[config.mk]
export PLATFORM = sky130hd
export DESIGN_NAME = wait_for_graph_cycle_detect
export DESIGN_NICKNAME = d
export VERILOG_FILES = /design/src/hw/rtl/wfgcd_pkg.sv /design/src/hw/rtl/wfgcd_ctrl.sv /design/src/hw/rtl/wfgcd_dp.sv /design/src/hw/rtl/wait_for_graph_cycle_detect.sv
export VERILOG_INCLUDE_DIRS = /design/src /design/src/hw/rtl
export SDC_FILE = /design/constraint.sdc
export NUM_CORES = 1
export LEC_CHECK = 0
export BUFFER_PORTS_ARGS = -buffer_cell sky130_fd_sc_hd__buf_2
export CORE_UTILIZATION = 45
export CTS_BUF_LIST = sky130_fd_sc_hd__clkbuf_16
export DETAILED_ROUTE_END_ITERATION = 8
export PLACE_DENSITY = 0.62
export SYNTH_ARGS = -nofsm -noshare
export SYNTH_HDL_FRONTEND = slang
export SYNTH_HIERARCHICAL = 1
export SYNTH_SLANG_ARGS = --single-unit
[constraint.sdc]
create_clock -name aclk -period 8.29 [get_ports aclk]
set_clock_uncertainty 0.2 [all_clocks]
set_input_delay 1.2435 -clock aclk [delete_from_list [all_inputs] [get_ports aclk]]
set_output_delay 1.2435 -clock aclk [all_outputs]
set_load 0.05 [all_outputs]
[src/hw/rtl/wait_for_graph_cycle_detect_assert.svh]
// ----------------------------------------------------------------------------
// Assertion macros for the wait-for graph cycle detector
// Each macro samples on aclk and is disabled while aresetn is low.
// ----------------------------------------------------------------------------
`ifndef WAIT_FOR_GRAPH_CYCLE_DETECT_ASSERT_SVH
`define WAIT_FOR_GRAPH_CYCLE_DETECT_ASSERT_SVH

// condition holds at every edge out of reset
`define WFGCD_ASSERT_ALWAYS(label, cond, msg) \
    label: assert property (@(posedge aclk) disable iff (!aresetn) (cond)) else $error(msg);

// same-cycle implication
`define WFGCD_ASSERT_IMPLY(label, ante, cons, msg) \
    label: assert property (@(posedge aclk) disable iff (!aresetn) (ante) |-> (cons)) \
        else $error(msg);

// next-cycle implication
`define WFGCD_ASSERT_NEXT(label, ante, cons, msg) \
    label: assert property (@(posedge aclk) disable iff (!aresetn) (ante) |=> (cons)) \
        else $error(msg);

`endif

[src/hw/rtl/wfgcd_pkg.sv]
// ----------------------------------------------------------------------------
// wfgcd_pkg
// Shared sizes and controller/datapath interface types of the cycle detector.
// ----------------------------------------------------------------------------
package wfgcd_pkg;

    localparam int MAX_NODES = 16;
    localparam int NODE_W    = 4;   // bits of a node index
    localparam int CNT_W     = 5;   // bits of a count 0..MAX_NODES

    typedef logic [NODE_W-1:0]    node_t;
    typedef logic [MAX_NODES-1:0] mask_t;
    typedef logic [CNT_W-1:0]     cnt_t;

    typedef struct packed {
        logic load_row;     // write the accepted row into the matrix
        logic search_init;  // reset root index and found flag
        logic root_inc;     // move on to the next root
        logic push_root;    // push the current root onto the path
        logic step;         // probe one edge of the node on top of the path
        logic publish;      // load the output register and clear the graph
    } wfgcd_cmd_t;

    typedef struct packed {
        logic root_end;     // root index reached the live node count
        logic root_visited; // current root already visited
        logic path_empty;   // path stack is empty
        logic hit;          // probed edge closes a cycle
        logic out_full;     // output register still holds an untaken word
    } wfgcd_status_t;

endpackage

[src/hw/rtl/wfgcd_ctrl.sv]
// ----------------------------------------------------------------------------
// wfgcd_ctrl
// Sequencer: row loading, root scan, depth-first search steps, result hand-off.
// ----------------------------------------------------------------------------
module wfgcd_ctrl
    import wfgcd_pkg::*;
(
    input  logic          aclk,
    input  logic          aresetn,
    input  logic          s_tvalid,
    input  logic          s_tlast,
    output logic          s_tready,
    input  wfgcd_status_t status,
    output wfgcd_cmd_t    cmd
);

    localparam logic [1:0] ST_IDLE = 2'd0;
    localparam logic [1:0] ST_ROOT = 2'd1;
    localparam logic [1:0] ST_STEP = 2'd2;
    localparam logic [1:0] ST_DONE = 2'd3;

    logic [1:0] state_reg;
    logic [1:0] state_next;

    assign s_tready = (state_reg == ST_IDLE);

    always_comb begin
        cmd        = '0;
        state_next = state_reg;
        unique case (state_reg)
            ST_IDLE: begin
                if (s_tvalid) begin
                    cmd.load_row = 1'b1;
                    if (s_tlast) begin
                        cmd.search_init = 1'b1;
                        state_next      = ST_ROOT;
                    end
                end
            end
            ST_ROOT: begin
                priority if (status.root_end) begin
                    state_next = ST_DONE;
                end else if (status.root_visited) begin
                    cmd.root_inc = 1'b1;
                end else begin
                    cmd.push_root = 1'b1;
                    state_next    = ST_STEP;
                end
            end
            ST_STEP: begin
                if (status.path_empty) begin
                    cmd.root_inc = 1'b1;
                    state_next   = ST_ROOT;
                end else begin
                    cmd.step = 1'b1;
                    if (status.hit) begin
                        state_next = ST_DONE;
                    end
                end
            end
            ST_DONE: begin
                if (!status.out_full) begin
                    cmd.publish = 1'b1;
                    state_next  = ST_IDLE;
                end
            end
            default: begin
                state_next = ST_IDLE;
            end
        endcase
    end

    always_ff @(posedge aclk) begin
        if (!aresetn) begin
            state_reg <= ST_IDLE;
        end else begin
            state_reg <= state_next;
        end
    end

endmodule

[src/hw/rtl/wfgcd_dp.sv]
// ----------------------------------------------------------------------------
// wfgcd_dp
// Datapath: adjacency rows, visit and path marks, path stack, output register.
// ----------------------------------------------------------------------------
module wfgcd_dp
    import wfgcd_pkg::*;
(
    input  logic          aclk,
    input  logic          aresetn,
    input  wfgcd_cmd_t    cmd,
    output wfgcd_status_t status,
    input  node_t         row_node,
    input  mask_t         row_edges,
    input  cnt_t          node_count,
    input  logic          m_tready,
    output logic          m_tvalid,
    output logic          cycle_found
);

    mask_t adj_reg [MAX_NODES];
    mask_t visited_reg;
    mask_t on_path_reg;
    node_t node_stack_reg [MAX_NODES];
    cnt_t  next_stack_reg [MAX_NODES];
    cnt_t  depth_reg;
    cnt_t  root_reg;
    logic  found_reg;
    logic  out_valid_reg;
    logic  out_data_reg;

    cnt_t  live_n;
    cnt_t  depth_m1;
    node_t top_idx;
    node_t push_idx;
    node_t top_node;
    cnt_t  probe;
    node_t probe_node;
    node_t root_node;
    logic  probe_end;
    logic  probe_edge;
    logic  push_ok;
    logic  push_child;

    assign live_n     = (node_count > cnt_t'(MAX_NODES)) ? cnt_t'(MAX_NODES) : node_count;
    assign depth_m1   = depth_reg - cnt_t'(1);
    assign top_idx    = depth_m1[NODE_W-1:0];
    assign push_idx   = depth_reg[NODE_W-1:0];
    assign top_node   = node_stack_reg[top_idx];
    assign probe      = next_stack_reg[top_idx];
    assign probe_node = probe[NODE_W-1:0];
    assign root_node  = root_reg[NODE_W-1:0];
    assign probe_end  = (probe >= live_n);
    assign probe_edge = adj_reg[top_node][probe_node];
    assign push_ok    = (depth_reg < cnt_t'(MAX_NODES));
    // edge to a node not yet seen: descend into it
    assign push_child = cmd.step && !probe_end && probe_edge
                        && !on_path_reg[probe_node] && !visited_reg[probe_node] && push_ok;

    assign status.root_end     = (root_reg >= live_n);
    assign status.root_visited = visited_reg[root_node];
    assign status.path_empty   = (depth_reg == '0);
    assign status.hit          = !probe_end && probe_edge && on_path_reg[probe_node];
    assign status.out_full     = out_valid_reg && !m_tready;

    assign m_tvalid    = out_valid_reg;
    assign cycle_found = out_data_reg;

    always_ff @(posedge aclk) begin
        if (!aresetn) begin
            for (int i = 0; i < MAX_NODES; i++) begin
                adj_reg[i] <= '0;
            end
            visited_reg   <= '0;
            on_path_reg   <= '0;
            depth_reg     <= '0;
            out_valid_reg <= 1'b0;
        end else begin
            if (cmd.load_row) begin
                adj_reg[row_node] <= row_edges;
            end
            if (cmd.publish) begin
                for (int i = 0; i < MAX_NODES; i++) begin
                    adj_reg[i] <= '0;
                end
                visited_reg   <= '0;
                on_path_reg   <= '0;
                depth_reg     <= '0;
                out_valid_reg <= 1'b1;
            end else begin
                if (m_tready) begin
                    out_valid_reg <= 1'b0;
                end
                if (cmd.push_root && push_ok) begin
                    visited_reg[root_node] <= 1'b1;
                    on_path_reg[root_node] <= 1'b1;
                    depth_reg              <= depth_reg + cnt_t'(1);
                end
                if (cmd.step) begin
                    if (probe_end) begin
                        // all neighbors done: pop
                        on_path_reg[top_node] <= 1'b0;
                        depth_reg             <= depth_m1;
                    end else if (push_child) begin
                        visited_reg[probe_node] <= 1'b1;
                        on_path_reg[probe_node] <= 1'b1;
                        depth_reg               <= depth_reg + cnt_t'(1);
                    end
                end
            end
        end
    end

    always_ff @(posedge aclk) begin
        if (cmd.push_root && push_ok) begin
            node_stack_reg[push_idx] <= root_node;
            next_stack_reg[push_idx] <= '0;
        end
        if (cmd.step && !probe_end) begin
            next_stack_reg[top_idx] <= probe + cnt_t'(1);
            if (push_child) begin
                node_stack_reg[push_idx] <= probe_node;
                next_stack_reg[push_idx] <= '0;
            end
        end
    end

    always_ff @(posedge aclk) begin
        if (cmd.search_init) begin
            root_reg  <= '0;
            found_reg <= 1'b0;
        end else begin
            if (cmd.root_inc) begin
                root_reg <= root_reg + cnt_t'(1);
            end
            if (cmd.step && status.hit) begin
                found_reg <= 1'b1;
            end
        end
        if (cmd.publish) begin
            out_data_reg <= found_reg;
        end
    end

`include "wait_for_graph_cycle_detect_assert.svh"

    `WFGCD_ASSERT_ALWAYS(a_path_in_visited, (on_path_reg & ~visited_reg) == '0, "path node not visited")
    `WFGCD_ASSERT_ALWAYS(a_path_count, $countones(on_path_reg) == int'(depth_reg), "path marks vs depth")
    `WFGCD_ASSERT_IMPLY(a_step_nonempty, cmd.step, depth_reg != '0, "step on empty path")
    `WFGCD_ASSERT_NEXT(a_clear_after_publish, cmd.publish, visited_reg == '0 && depth_reg == '0, "graph not cleared")

endmodule

[src/hw/rtl/wait_for_graph_cycle_detect.sv]
// ----------------------------------------------------------------------------
// wait_for_graph_cycle_detect
// Deadlock detector: depth-first cycle search over a loaded wait-for graph.
// ----------------------------------------------------------------------------
// Rows of the wait-for matrix are streamed in one word per cycle while the
// block is idle; the word with tlast set loads its row and starts the
// search. The search probes one edge per cycle on the adjacency registers:
// each root is tested or pushed, each search tree ends once its path is
// empty, each node on the path probes its n candidate edges and is then
// popped, and the end of the root scan and the hand-off follow, for a frame
// of n live nodes. The search ends early when a cycle is found, and the
// hand-off waits while an earlier answer still waits on m_. The answer is
// one word on m_ (bit 0 set means deadlock); the matrix is then cleared, so
// rows not sent in a frame carry no edges. node_count sits at byte address 0
// and may be written only while the block is idle.
// ----------------------------------------------------------------------------
module wait_for_graph_cycle_detect
    import wfgcd_pkg::*;
(
    input  logic        aclk,
    input  logic        aresetn,
    // row input
    input  logic        s_tvalid,
    output logic        s_tready,
    input  logic [23:0] s_tdata,   // [3:0] row_node, [19:4] row_edges, rest zero
    input  logic        s_tlast,   // last_row
    // result output
    output logic        m_tvalid,
    input  logic        m_tready,
    output logic [7:0]  m_tdata,   // [0] cycle_found, rest zero
    // configuration
    input  logic        psel,
    input  logic        penable,
    input  logic        pwrite,
    input  logic [2:0]  paddr,
    input  logic [31:0] pwdata,
    output logic [31:0] prdata,
    output logic        pready
);

    localparam logic REG_NODE_COUNT = 1'b0;

    cnt_t          node_count_reg;
    wfgcd_cmd_t    cmd;
    wfgcd_status_t status;
    logic          cycle_found;

    assign pready = 1'b1;
    assign prdata = (paddr[2] == REG_NODE_COUNT) ? {{(32-CNT_W){1'b0}}, node_count_reg} : '0;

    always_ff @(posedge aclk) begin
        if (!aresetn) begin
            node_count_reg <= cnt_t'(MAX_NODES);
        end else if (psel && penable && pwrite && pready && (paddr[2] == REG_NODE_COUNT)) begin
            node_count_reg <= pwdata[CNT_W-1:0];
        end
    end

    assign m_tdata = {7'b0, cycle_found};

    wfgcd_ctrl u_ctrl (
        .aclk     (aclk),
        .aresetn  (aresetn),
        .s_tvalid (s_tvalid),
        .s_tlast  (s_tlast),
        .s_tready (s_tready),
        .status   (status),
        .cmd      (cmd)
    );

    wfgcd_dp u_dp (
        .aclk        (aclk),
        .aresetn     (aresetn),
        .cmd         (cmd),
        .status      (status),
        .row_node    (s_tdata[3:0]),
        .row_edges   (s_tdata[19:4]),
        .node_count  (node_count_reg),
        .m_tready    (m_tready),
        .m_tvalid    (m_tvalid),
        .cycle_found (cycle_found)
    );

endmodule

==> metrics <==
Final Slew Violations 0; H-tree levels 2; Setup TNS 0 ns; DR DRC count 0; Worst R2R Start u_dp/depth_reg[1]; Synth Cell Area 22000 sq um; Leak 8.871 nW; Antenna Nets Post-Route 0; dpl ws 1.378 ns; Mapped Cells 1672; routed via count 13376; Synth area leaders edfxtp_1 (55%), and2_1 (7.3%), mux4_2 (6.9%); Rows 80; Worst Tran Pin Value 1.333 ns; first-pass GRT wire length 80.84 mm; post-CTS setup buffer count 0; drt first pass iters 5; max reg flops 256; # setup viols final 0; hold wc startpoint u_dp/found_reg; Root Driver clkbuf_16; Yosys Warn Count 6; largest net degree at the start of global routing 47; Final WS setup 1.315 ns; Post-synth EDFFs 401; post-synthesis sequential area ratio 59.39%; Num CTS Buffers 49; core area 47950 sq um; DR WL/cell 22.64 um; Die W 223.1 um; kind of end point of the critical path flop; critical path peak fanout 46; Hold Vio Cnt, Final 0; Port Buffers 41; TritonCTS clock tree built; area leader, netlist edfxtp_1; launch point of the worst path u_dp/depth_reg[1]; Via density 5.697; most frequent cells in the layout edfxtp_1 (401), and2_1 (258), nor2_1 (138); Synth top area share 54.74%; clock buffer depth 3; number of max-cap violations 0; dpl hpwl 34.90 mm; num ports 110; Hold Path Depth 0; Max IR drop VDD 0.0003158 V; clock latency at the later pin of the worst-skew pair 0.59 ns; GRT overflow 0; CTS Hold Bufs 0; initial antenna violation count 1; FMAX 143.4 MHz; syn avg cell area 13.16 sq um; Routed WL 53.16 mm; register bit count reported by yosys 452; die area 49770 sq um; Die Y 223.1 um; critical path class flop to flop; unrepaired setup endpoints after global routing false; Starting DRT DRC Count 1092; worst path arrival time 6.99 ns; gr usage total 21.62%; pwr/cell area 350.4 nW/um^2; Synth cell types 78; commonest non-fill, non-tap cell in the layout edfxtp_1; gpl congestion 0.8485; clock slew at reported path FFs 0.06 ns; share of cells above drive strength 1 15.70%; Async S/R FF share, synth 0%; Initial Utilization 45.88%; post-layout net count 1790; Req. time, crit path 8.31 ns; crit path time final 6.975 ns; outcome finished, final reports clean; Hold Crit Class flop to flop; Sink Count 452; Synth Flop Type edfxtp_1; post-CTS resize count 0; area growth from synthesis to layout 10.06%; Tcrit/Tclk final 84.13%; Slew headroom 10.82%; vias in the first global route 13203; Critical Path Start Type flop; worst r2r path cells 17
through the flow:
stage,power (mW),hold WS (ns),cells,util [%],cell area (sq um)
finish,8.484,0.2334,2348,50.49,24210
global route,8.856,0.2487,2347,50.49,24210
CTS,8.539,0.2372,2347,50.49,24210
detailed placement,6.379,0.2224,2258,47.22,22640
global placement,6.354,0.2218,2258,47.22,22640
floorplan,5.359,0.2093,1705,-,22120
routing by layer:
metal	vias up	global-route usage, %	share of wire (%)
met5	-	0	0
met4	0	7.586	2.8
met3	103	3.253	5.3
met2	412	36.16	49
met1	6741	28.69	43
li1	6120	-	-
power breakdown:
group	total (mW)	switching, mW	internal [mW]
clock	2.15	0.894	1.26
combinational	3.67	2.29	1.38
sequential	2.67	0.0520	2.61
total	8.48	3.24	5.25
worst paths after layout:
kind	end	slack, ns
max reg2reg	u_dp/next_stack_reg[3][4]	1.32
min	u_dp/cycle_found	0.23
min reg2reg	u_dp/cycle_found	0.23
max	u_dp/next_stack_reg[3][4]	1.32
critical path: stages, from the launching register on:
cell and delay [ns]:
dfxtp_1 0.51, inv_1 0.16, ha_1 0.39, buf_4 0.34, buf_4 0.35, mux4_2 0.25, mux2i_1 0.07, nand2_1 0.17
o21a_4 0.73, buf_4 0.43, mux4_2 0.60, a22oi_1 0.37, nand4_1 0.16, a31oi_1 0.31, nor4_2 0.11, and3_1 0.27
o21ai_1 0.63, o21ai_0 0.49
Yosys cell counts, types with 5 or more instances:
| library cell | number |
|---|---|
| mux2_2 | 17 |
| a22oi_1 | 12 |
| a21oi_1 | 69 |
| o21a_1 | 19 |
| edfxtp_1 | 401 |
| and4_1 | 5 |
| nor2b_1 | 13 |
| clkbuf_1 | 55 |
| a31oi_1 | 9 |
| buf_6 | 9 |
| and2b_2 | 6 |
| nor2_1 | 138 |
| dfxtp_1 | 51 |
| inv_1 | 10 |
| ha_1 | 29 |
| nand2b_1 | 18 |
| buf_2 | 28 |
| o21ai_0 | 40 |
| a21o_1 | 14 |
| and2_1 | 258 |
| and3_1 | 30 |
| mux4_2 | 67 |
| nand2_1 | 76 |
| nand4_1 | 7 |
| buf_1 | 7 |
| xor2_1 | 5 |
| nand3_1 | 18 |
| buf_4 | 44 |
| mux2i_1 | 124 |
| nor3_1 | 10 |
| xnor2_1 | 5 |
cells by family (layout without fill, tap and decap cells):
| logic type | after synthesis | after routing | share of synthesized area [%] |
|---|---|---|---|
| compound gates | 208 | 208 | 6.058 |
| simple gates | 602 | 602 | 14.89 |
| flops | 452 | 452 | 59.39 |
| other cells | 2 | 36 | 0.03414 |
| buf+inv | 156 | 183 | 3.885 |
| fa+ha+maj | 29 | 29 | 1.650 |
| xor+xnor | 12 | 12 | 0.5461 |
| mux | 211 | 211 | 13.56 |
area by class of cell:
class / instances / area (sq um)
antenna: 1 / 2.502
clock buffer: 49 / 1226
clock inverter: 40 / 339.1
fill: 4129 / 23740
inverter: 12 / 45.04
multi-input combinational: 1097 / 8250
sequential: 452 / 13060
tap: 615 / 769.5
timing repair buffer: 82 / 513.0
Note: power is estimated with default switching activity, not from simulation.
